### src/rtl/rst_pkg.sv
// package for the reference slot table: codes, field structs and default sizes
`timescale 1ns / 1ps
`default_nettype none
package rst_pkg;

    localparam int SLOTS_DEFAULT        = 64;
    localparam int OBJECT_WIDTH_DEFAULT = 32;
    localparam int OBJ_PORT_W           = 32;
    localparam int IDX_PORT_W           = 8;
    localparam int REF_OUT_W            = 7;
    localparam int MARK_W               = 64;

    localparam logic signed [REF_OUT_W-1:0]  NIL_REF_OUT = -7'sd2;
    localparam logic signed [IDX_PORT_W-1:0] NIL_REF_IN  = -8'sd2;

    typedef enum logic [1:0] {
        ACT_REF   = 2'd0,
        ACT_UNREF = 2'd1,
        ACT_GET   = 2'd2,
        ACT_SWEEP = 2'd3
    } t_action;

    typedef enum logic [1:0] {
        RES_OK      = 2'd0,
        RES_FULL    = 2'd1,
        RES_INVALID = 2'd2
    } t_result;

    typedef enum logic [1:0] {
        ST_FREE      = 2'd0,
        ST_LOCKED    = 2'd1,
        ST_HELD      = 2'd2,
        ST_COLLECTED = 2'd3
    } t_slot_state;

    typedef struct packed {
        t_action                        action;
        logic [OBJ_PORT_W-1:0]          object_value;
        logic                           object_is_nil;
        logic                           lock_flag;
        logic signed [IDX_PORT_W-1:0]   ref_index;
        logic [MARK_W-1:0]              mark_bits;
    } t_cmd;

    typedef struct packed {
        logic signed [REF_OUT_W-1:0]    ref_out;
        t_result                        result_status;
        logic [OBJ_PORT_W-1:0]          object_out;
        logic                           object_out_nil;
    } t_rsp;

endpackage
`default_nettype wire

### src/rtl/reference_slot_table_top.sv
// reference slot table: status flops, object ram, one transaction per cycle
//
//  channel   signals            direction  transaction at
//  command   start, i_cmd       in         rising edge with start high and busy low
//  response  o_done, o_rsp      out        rising edge ending the cycle o_done is high
//
//  a command is taken in any cycle; busy stays low
//  its response shows in the next cycle, for one cycle, set by the registered object ram read
//  sustained rate is one command per cycle
//  synchronous reset frees every slot at once; the object ram is not cleared
//  the receiver cannot stall, so no response is ever held
`timescale 1ns / 1ps
`default_nettype none
module reference_slot_table_top
    import rst_pkg::*;
#(
    parameter int SLOTS        = SLOTS_DEFAULT,
    parameter int OBJECT_WIDTH = OBJECT_WIDTH_DEFAULT
) (
    input  wire logic i_clk,
    input  wire logic i_rst_n,
    input  wire logic start,
    input  wire t_cmd i_cmd,
    output logic      busy,
    output logic      o_done,
    output t_rsp      o_rsp
);

    localparam int IDX_W = (SLOTS > 1) ? $clog2(SLOTS) : 1;
    localparam logic [IDX_PORT_W-1:0] SLOTS_LIM = IDX_PORT_W'(SLOTS);

    t_slot_state             r_state [SLOTS];
    t_slot_state             n_state [SLOTS];
    logic [OBJECT_WIDTH-1:0] mem [SLOTS];
    logic [OBJECT_WIDTH-1:0] r_rd;

    logic                    r_done;
    t_action                 r_act;
    t_result                 r_res;
    logic                    r_nil_ref;
    logic                    r_nil_obj;
    logic                    r_get_ok;
    logic [IDX_W-1:0]        r_ref_idx;

    logic                    accept;
    logic                    in_range;
    logic [IDX_W-1:0]        cmd_idx;
    logic                    found;
    logic [IDX_W-1:0]        free_idx;
    logic                    get_ok;
    logic                    mem_we;
    logic [IDX_W-1:0]        mem_addr;
    t_result                 n_res;

    assign busy     = 1'b0;
    assign accept   = start && !busy;
    assign cmd_idx  = i_cmd.ref_index[IDX_W-1:0];
    assign in_range = !i_cmd.ref_index[IDX_PORT_W-1]
                      && ($unsigned(i_cmd.ref_index) < SLOTS_LIM);

    always_comb begin
        found    = 1'b0;
        free_idx = '0;
        for (int i = SLOTS - 1; i >= 0; i--) begin
            if (r_state[i] == ST_FREE) begin
                found    = 1'b1;
                free_idx = IDX_W'(i);
            end
        end
    end

    assign get_ok = in_range
                    && (r_state[cmd_idx] == ST_LOCKED || r_state[cmd_idx] == ST_HELD);

    assign mem_we   = accept && (i_cmd.action == ACT_REF) && !i_cmd.object_is_nil && found;
    assign mem_addr = (i_cmd.action == ACT_REF) ? free_idx : cmd_idx;

    always_comb begin
        for (int i = 0; i < SLOTS; i++) begin
            n_state[i] = r_state[i];
        end
        n_res = RES_OK;
        unique case (i_cmd.action)
            ACT_REF: begin
                if (!i_cmd.object_is_nil) begin
                    if (found) begin
                        n_state[free_idx] = i_cmd.lock_flag ? ST_LOCKED : ST_HELD;
                    end else begin
                        n_res = RES_FULL;
                    end
                end
            end
            ACT_UNREF: begin
                if (in_range) begin
                    n_state[cmd_idx] = ST_FREE;
                end
            end
            ACT_GET: begin
                if (i_cmd.ref_index != NIL_REF_IN && !get_ok) begin
                    n_res = RES_INVALID;
                end
            end
            ACT_SWEEP: begin
                for (int i = 0; i < SLOTS; i++) begin
                    if (r_state[i] == ST_HELD && !i_cmd.mark_bits[i]) begin
                        n_state[i] = ST_COLLECTED;
                    end
                end
            end
            default: begin
                n_res = RES_OK;
            end
        endcase
    end

    always_ff @(posedge i_clk) begin
        if (mem_we) begin
            mem[mem_addr] <= OBJECT_WIDTH'(i_cmd.object_value);
        end else begin
            r_rd <= mem[mem_addr];
        end
    end

    always_ff @(posedge i_clk) begin
        if (!i_rst_n) begin
            for (int i = 0; i < SLOTS; i++) begin
                r_state[i] <= ST_FREE;
            end
            r_done <= 1'b0;
        end else begin
            r_done <= accept;
            if (accept) begin
                for (int i = 0; i < SLOTS; i++) begin
                    r_state[i] <= n_state[i];
                end
            end
        end
    end

    always_ff @(posedge i_clk) begin
        if (accept) begin
            r_act     <= i_cmd.action;
            r_res     <= n_res;
            r_ref_idx <= free_idx;
            r_nil_ref <= (i_cmd.action == ACT_REF) && i_cmd.object_is_nil;
            r_nil_obj <= (i_cmd.action == ACT_GET) && (i_cmd.ref_index == NIL_REF_IN);
            r_get_ok  <= (i_cmd.action == ACT_GET) && (i_cmd.ref_index != NIL_REF_IN)
                         && get_ok;
        end
    end

    always_comb begin
        o_rsp                = '0;
        o_rsp.result_status  = r_res;
        o_rsp.object_out_nil = r_nil_obj;
        if (r_act == ACT_REF && r_res == RES_OK) begin
            o_rsp.ref_out = r_nil_ref ? NIL_REF_OUT : REF_OUT_W'(r_ref_idx);
        end
        if (r_get_ok) begin
            o_rsp.object_out = OBJ_PORT_W'(r_rd);
        end
    end

    assign o_done = r_done;

    a_done_follows: assert property (@(posedge i_clk) disable iff (!i_rst_n)
        (start && !busy) |=> o_done)
        else $error("response missing after a command");

    a_no_spurious: assert property (@(posedge i_clk) disable iff (!i_rst_n)
        o_done |-> $past(start && !busy))
        else $error("response without a command");

    a_claimed: assert property (@(posedge i_clk) disable iff (!i_rst_n)
        (o_done && r_act == ACT_REF && r_res == RES_OK && !r_nil_ref)
            |-> (r_state[r_ref_idx] == ST_LOCKED || r_state[r_ref_idx] == ST_HELD))
        else $error("claimed slot not taken");

    a_full_only_ref: assert property (@(posedge i_clk) disable iff (!i_rst_n)
        (o_done && r_res == RES_FULL) |-> (r_act == ACT_REF && !r_nil_ref))
        else $error("table full on a non-ref command");

    a_nil_obj: assert property (@(posedge i_clk) disable iff (!i_rst_n)
        (o_done && o_rsp.object_out_nil)
            |-> (o_rsp.object_out == '0 && o_rsp.result_status == RES_OK))
        else $error("nil object with data or error");

endmodule
`default_nettype wire
### config.mk
export PLATFORM = sky130hd
export DESIGN_NAME = reference_slot_table_top
export DESIGN_NICKNAME = d
export VERILOG_FILES = /design/src/rtl/rst_pkg.sv /design/src/rtl/reference_slot_table_top.sv
export SDC_FILE = /design/constraint.sdc
export NUM_CORES = 2
export LEC_CHECK = 0
export BUFFER_PORTS_ARGS = -buffer_cell sky130_fd_sc_hd__buf_4
export CORE_MARGIN = 1
export CORE_UTILIZATION = 41
export CTS_BUF_LIST = sky130_fd_sc_hd__clkbuf_4 sky130_fd_sc_hd__clkbuf_8
export CTS_CLUSTER_DIAMETER = 40
export CTS_CLUSTER_SIZE = 30
export DETAILED_ROUTE_END_ITERATION = 6
export PLACE_DENSITY = 0.57
export SLEW_MARGIN = 25
export SYNTH_ARGS = -nofsm -noshare
export SYNTH_HDL_FRONTEND = slang
export SYNTH_SLANG_ARGS = --single-unit
export TNS_END_PERCENT = 1
### constraint.sdc
create_clock -name i_clk -period 4.3 [get_ports i_clk]
set_input_delay 0.43 -clock i_clk [delete_from_list [all_inputs] [get_ports i_clk]]
set_output_delay 0.43 -clock i_clk [all_outputs]
set_load 0.02 [all_outputs]
# Yosys cells after proc, flatten, opt, wreduce, memory -nomap -nowiden
# Memories as Yosys holds them, arrays and structs flattened. A register that Yosys moved wholly into a read port is not among the register bits.
# Cells that the tools add are included.
[totals]
elab_cells = 646
output_inout_bits = 44
ram_bits = 2176
inputBits = 111
mem_count = 2
regBits = 14
[memory_table]
columns = ["memory", "words", "word_bits", "rd", "rd_clocked_by_memory_dff", "write_ports", "line", "source"]
rows = [
  ["mem", 64, 32, 1, 1, 1, "reference_slot_table_top.sv:34", "logic [OBJECT_WIDTH-1:0] mem [SLOTS];"],
  ["r_state", 64, 2, 65, 0, 64, "reference_slot_table_top.sv:32", "t_slot_state r_state [SLOTS];"],
]
[classes]
n_bitwise = 68
mux = 280
magnitude_cmp = 5
reduce_logical = 213
n_eq_ne = 71
[ops]
columns = ["cell", "n"]
rows = [
  ["two-way mux 6 bit", 65],
  ["two-way mux 128 bit", 3],
  ["one-hot mux 128 bit (3 select lines)", 1],
  ["two-way mux 2 bit", 132],
  ["equality test 2 bit, second input constant", 67],
  ["logical NOT 2 bit", 67],
  ["bitwise AND 128 bit", 1],
  ["bitwise mux 128 bit", 1],
  ["inverter 128 bit", 1],
  ["logical AND 1 bit", 77],
  ["two-way mux 1 bit", 72],
  ["logical NOT 1 bit", 68],
  ["bitwise OR 1 bit", 64],
  ["two-way mux 32 bit", 1],
  ["demux 2 bit (select 6 bit)", 2],
  [">= comparator 7 bit, second input constant", 2],
  ["< comparator 7 x 1 -> 1 bit, second input constant", 2],
  ["two-way mux 7 bit", 2],
  ["inverter 6 -> 7 bit", 2],
  ["equality test 8 x 2 -> 1 bit, second input constant", 1],
  ["< comparator 8 x 7 -> 1 bit, second input constant", 1],
  ["inequality test 8 x 2 -> 1 bit, second input constant", 1],
  ["equality test 2 x 1 -> 1 bit, second input constant", 2],
  ["one-hot mux 2 bit (2 select lines)", 1],
  ["logical OR 1 bit", 1],
]

# Logic depth before layout (Yosys ltp)
# An unclocked memory read counts as a cell.
[logic_depth]
ltp_word = 76
ltp_mapped = 16
depth_no_buf = 11

# Worst setup path before layout
# OpenSTA, ideal clock, no wires.
[synth_timing]
path_type = "register to register"
from = "memory r_state[8][1] (netlist bit)"
to = "memory mem[54][0] (netlist bit), enable pin"
synth_period_minus_slack_ns = 4.637
required_time_ns = 3.879
slack_ns = -0.337
setup_time_ns = 0.421
arrival_time_ns = 4.216
n_path_buf = 2
path_stages_with_launch = 11
cell_sequence = "edfxtp_1 -> or2_2 -> a2111oi_1 -> nand2_1 -> a211o_1 -> a31o_2 -> buf_2 -> nor2_1 -> clkbuf_1 -> nand2_1 -> nor2_1"
[synth_rtl]
columns = ["item", "line"]
rows = [
  ["from (decl)", "reference_slot_table_top.sv:32"],
  ["to (decl)", "reference_slot_table_top.sv:34"],
]

==> qor.csv <==
stage,metric,value,unit
logic_synthesis,synth-compound-area-share,0.113,
placement,dpl.hpwl,194,mm
drt,via_count,63600,
run_status,status,"finished, final reports clean",
power,pwr-share-comb,0.106,
grt,grt_pass1_vias,61200,
placement,placed_cell_area,0.103,sq mm
logic_synthesis,synthXorXnorAreaFrac,0.0000964,
critical_path,cp.arrival,5.06,ns
critical_path,cp_top_family,buffers and inverters,
logic_synthesis,synth_mux_area_frac,0.0367,
grt,grt_max_degree,102,
sta,final-hold-violation-count,0,
logic_synthesis,synth_flop_cell,edfxtp_1,
clocking,root_buffer,clkbuf_8,
sta,max_freq,233,MHz
sta,maxSlewViolCount,0,
power,p_seq_frac,0.488,
placement,pre_cts_slack,-0.854,ns
sta,finalCriticalPeriod,4.30,ns
sta,rsz0062_at_grt,yes,
critical_path,end_kind,register,
finish,drive_above_1_share,0.239,
clocking,cts.clk_slew.worst_paths,0.07,ns
placement,io_buffers,153,
finish,area_growth,23.9,%
power,switching_share,0.261,
clocking,worst_skew_pair.late_latency,1.06,ns
placement,gp_congestion,0.931,
power,peakVddDrop,0.338,mV
floorplan,dieWidth,473,um
logic_synthesis,yosysWarnings,0,
critical_path,start_kind,register,
floorplan,rows,172,
power,leakagePower,37.9,nW
grt,grt_use_total,0.271,
power,clkPwrFrac,0.405,
finish,fillCellCount,18700,
logic_synthesis,yosys.area_share.simple,0.0949,
logic_synthesis,synth_adder_area_share,0,
logic_synthesis,synth_top_family_by_area,compound AO/OA/AOI/OAI gates,
drt,antenna_left,0,
power,p_per_area,442,mW/mm^2
clocking,clk_path_buf_depth,4,
logic_synthesis,ys_types,91,
critical_path,crit_required,5.07,ns
finish,final_nets,7599,
critical_path,crit_top_cell,buf_12,
drt,vias_per_cell,5.93,
logic_synthesis,yosys-top-cells-area,"edfxtp_1 (73%), nand2_1 (4.6%), a21oi_1 (3.6%), mux2i_1 (2.3%), o22ai_1 (1.6%)",
floorplan,die_area,0.224,sq mm
logic_synthesis,synthTopCellsByCount,"edfxtp_1 (2,221), nand2_1 (1,110), a21oi_1 (649)",
clocking,cts.sinks,2222,
floorplan,core_area,0.220,sq mm
logic_synthesis,yosysSeqAreaShare,0.734,
floorplan,io_pins,155,
grt,grt_pass1_wl,441,mm
power,p_switching,13.0,mW
critical_path,critPathSlowestCell,edfxtp_1,
logic_synthesis,netlist_instances,6535,
drt,firstDrtPassIters,6,
critical_path,path_cells,"o32ai_2, a2111oi_4, buf_4, o311a_1, a211oi_2, buf_4, a31oi_4, buf_12, buf_12, buf_12, nand2_1, buf_12, buf_12, a31oi_1, nor4_2, buf_12, nor4b_1, buf_4, nand4_1",
logic_synthesis,ys_async_sr_fraction,0,
floorplan,die_h,473,um
min_path,hp-class,input port to register,
clocking,cts_tree,yes,
job,maxCapViolCount,0,
critical_path,max_stage_delay,0.46,ns
sta,relSlewSlack,0.304,
grt,antenna_found_initial,10,
critical_path,crit_fanout,19,
logic_synthesis,syn_area,0.0909,sq mm
sta,timing.final.ws_setup,0.00328,ns
critical_path,crit_buf_inv,9,
logic_synthesis,syn-num-nets,6646,
grt,grt_overflow,0,
drt,route.detailed.drc,0,
logic_synthesis,synth_top_area_share,0.734,
finish,layout.cells.non_filler,10700,
drt,drtIter0Drc,7594,
floorplan,initial_core_util,0.413,
clocking,cts_max_level,5,
clocking,cts_buffers,349,
logic_synthesis,synth.most_common_cell,edfxtp_1,
sta,tightest_slew,1.04,ns
power,p_total,49.8,mW
placement,dp.cells,9974,
sta,fin_crit_sh,0.999,
logic_synthesis,synth_top_cell_by_area,edfxtp_1,
power,intPower,36.8,mW
sta,setup_viol,0,
critical_path,worst-setup-path-type,register to register,
finish,fin_area,0.113,sq mm
logic_synthesis,ys_ff_latch,2222,
logic_synthesis,synth_edf_count,2221,
drt,wl,309,mm
sta,skew,0.0854,ns
drt,wl_per_cell,28.8,um
logic_synthesis,synth_area_per_cell,13.9,sq um
-- cells by family (layout without fill, tap and decap cells) --
family | count (synthesis) | in the layout
DFF | 2222 | 2222
muxes | 318 | 318
and+or+nand+nor | 1942 | 1942
other | 1 | 7
xor gates and xnor gates | 1 | 1
AOI/OAI and AO/OA | 1604 | 1604
buffers and inverters | 447 | 1676
-- per-layer routing --
metal / routed length, um / part of all wire / GRT usage / vias to the layer above
met2: 148000 / 0.48 / 0.441 / 3269
met4: 15000 / 0.049 / 0.127 / 12
met1: 122000 / 0.39 / 0.359 / 32300
met5: 83 / 0.00027 / 0 / -
met3: 24300 / 0.078 / 0.0408 / 636
li1: - / - / - / 27400
-- registers in the layout, indices dropped and copies added, names as in the netlist --
| register | flops |
|---|---|
| r_res | 2 |
| r_rd | 32 |
| r_ref_idx | 6 |
| r_get_ok | 1 |
| r_act | 2 |
| r_nil_obj | 1 |
| r_nil_ref | 1 |
| mem | 2048 |
| o_done | 1 |
| r_state | 128 |
-- final cells by class --
type | count | area [sq um] | area share
sequential | 2222 | 66700 | 0.593
multi-input combinational | 3866 | 23600 | 0.209
timing repair buffer | 1042 | 10800 | 0.0956
clock buffer | 376 | 5030 | 0.0447
tap | 2958 | 3700 | 0.0329
clock inverter | 251 | 2770 | 0.0246
inverter | 7 | 26.3 | 0.000233
antenna | 6 | 15.0 | 0.000133
-- path summary, 6_finish.rpt --
check / startpoint / to / slack (ns) / depth (start not counted)
hold / removal: i_cmd[64] / r_state[28][0] / 0.14 / 5
hold reg to reg: mem[27][23] / r_rd[23] / 0.69 / 4
setup / recovery: r_state[11][1] / r_rd[11] / 0.003 / 19
setup reg to reg: r_state[11][1] / r_rd[11] / 0.003 / 19
-- placed cells by master (no fill, tap or decap), drive strengths merged, types with 6 or more instances in the layout --
cell type / instances
nor3: 116
a22oi: 179
buf: 932
clkbuf: 379
a2111oi: 16
a2111o: 13
o22ai: 227
mux2i: 212
a211oi: 98
or2: 6
nand4: 54
nand3: 119
bufinv: 40
inv: 71
clkinvlp: 34
a211o: 13
a311oi: 67
a21oi: 650
clkinv: 113
a222oi: 11
o21ai: 61
a31oi: 136
o22a: 12
o2bb2ai: 33
diode: 6
edfxtp: 2221
nor2: 274
nor3b: 67
o32a: 8
and3: 61
nand2: 1115
o32ai: 19
o211ai: 19
and2: 40
nor4: 59
nor4b: 13
mux2: 105
dlygate4sd3: 106
-- power groups by stage --
stage	clock network, mW	logic, mW	registers, mW
final	20.2	5.29	24.3
after global routing	21.3	5.55	24.3
after CTS	20.4	5.16	24.3
after detailed placement	0	4.98	24.8
after global placement	0	4.94	24.8
after floorplan	0	2.31	24.7
-- per-stage QoR --
| stage | hold slack (ns) | setup TNS (ns) | util |
|---|---|---|---|
| global placement | 0.656 | -56.48 | 0.467 |
| floorplan | 0.529 | -298.67 | - |
| global route | 0.0956 | -0.317 | 0.512 |
| CTS | 0.00395 | -0.190 | 0.510 |
| detailed placement | 0.655 | -53.34 | 0.467 |
| finish | 0.143 | 0 | 0.512 |
-- tightest hold or removal path, delay by kind of cell --
| family | cells | cell delay, ns |
|---|---|---|
| AOI/OAI and AO/OA | 1 | 0.06 |
| and+or+nand+nor | 3 | 0.39 |
| buffers and inverters | 1 | 0.17 |
-- repair_timing --
item | in CTS | in global routing
pin swaps | 5 | 20
endpoints found under the hold margin | 2081 | 0
hold buffers | 106 | 0
resized for setup | 65 | 52
cloned | 1 | 3
setup buffers | 6 | 5
endpoints found under the setup margin | 429 | 68
(Power assumes the default switching activity.)
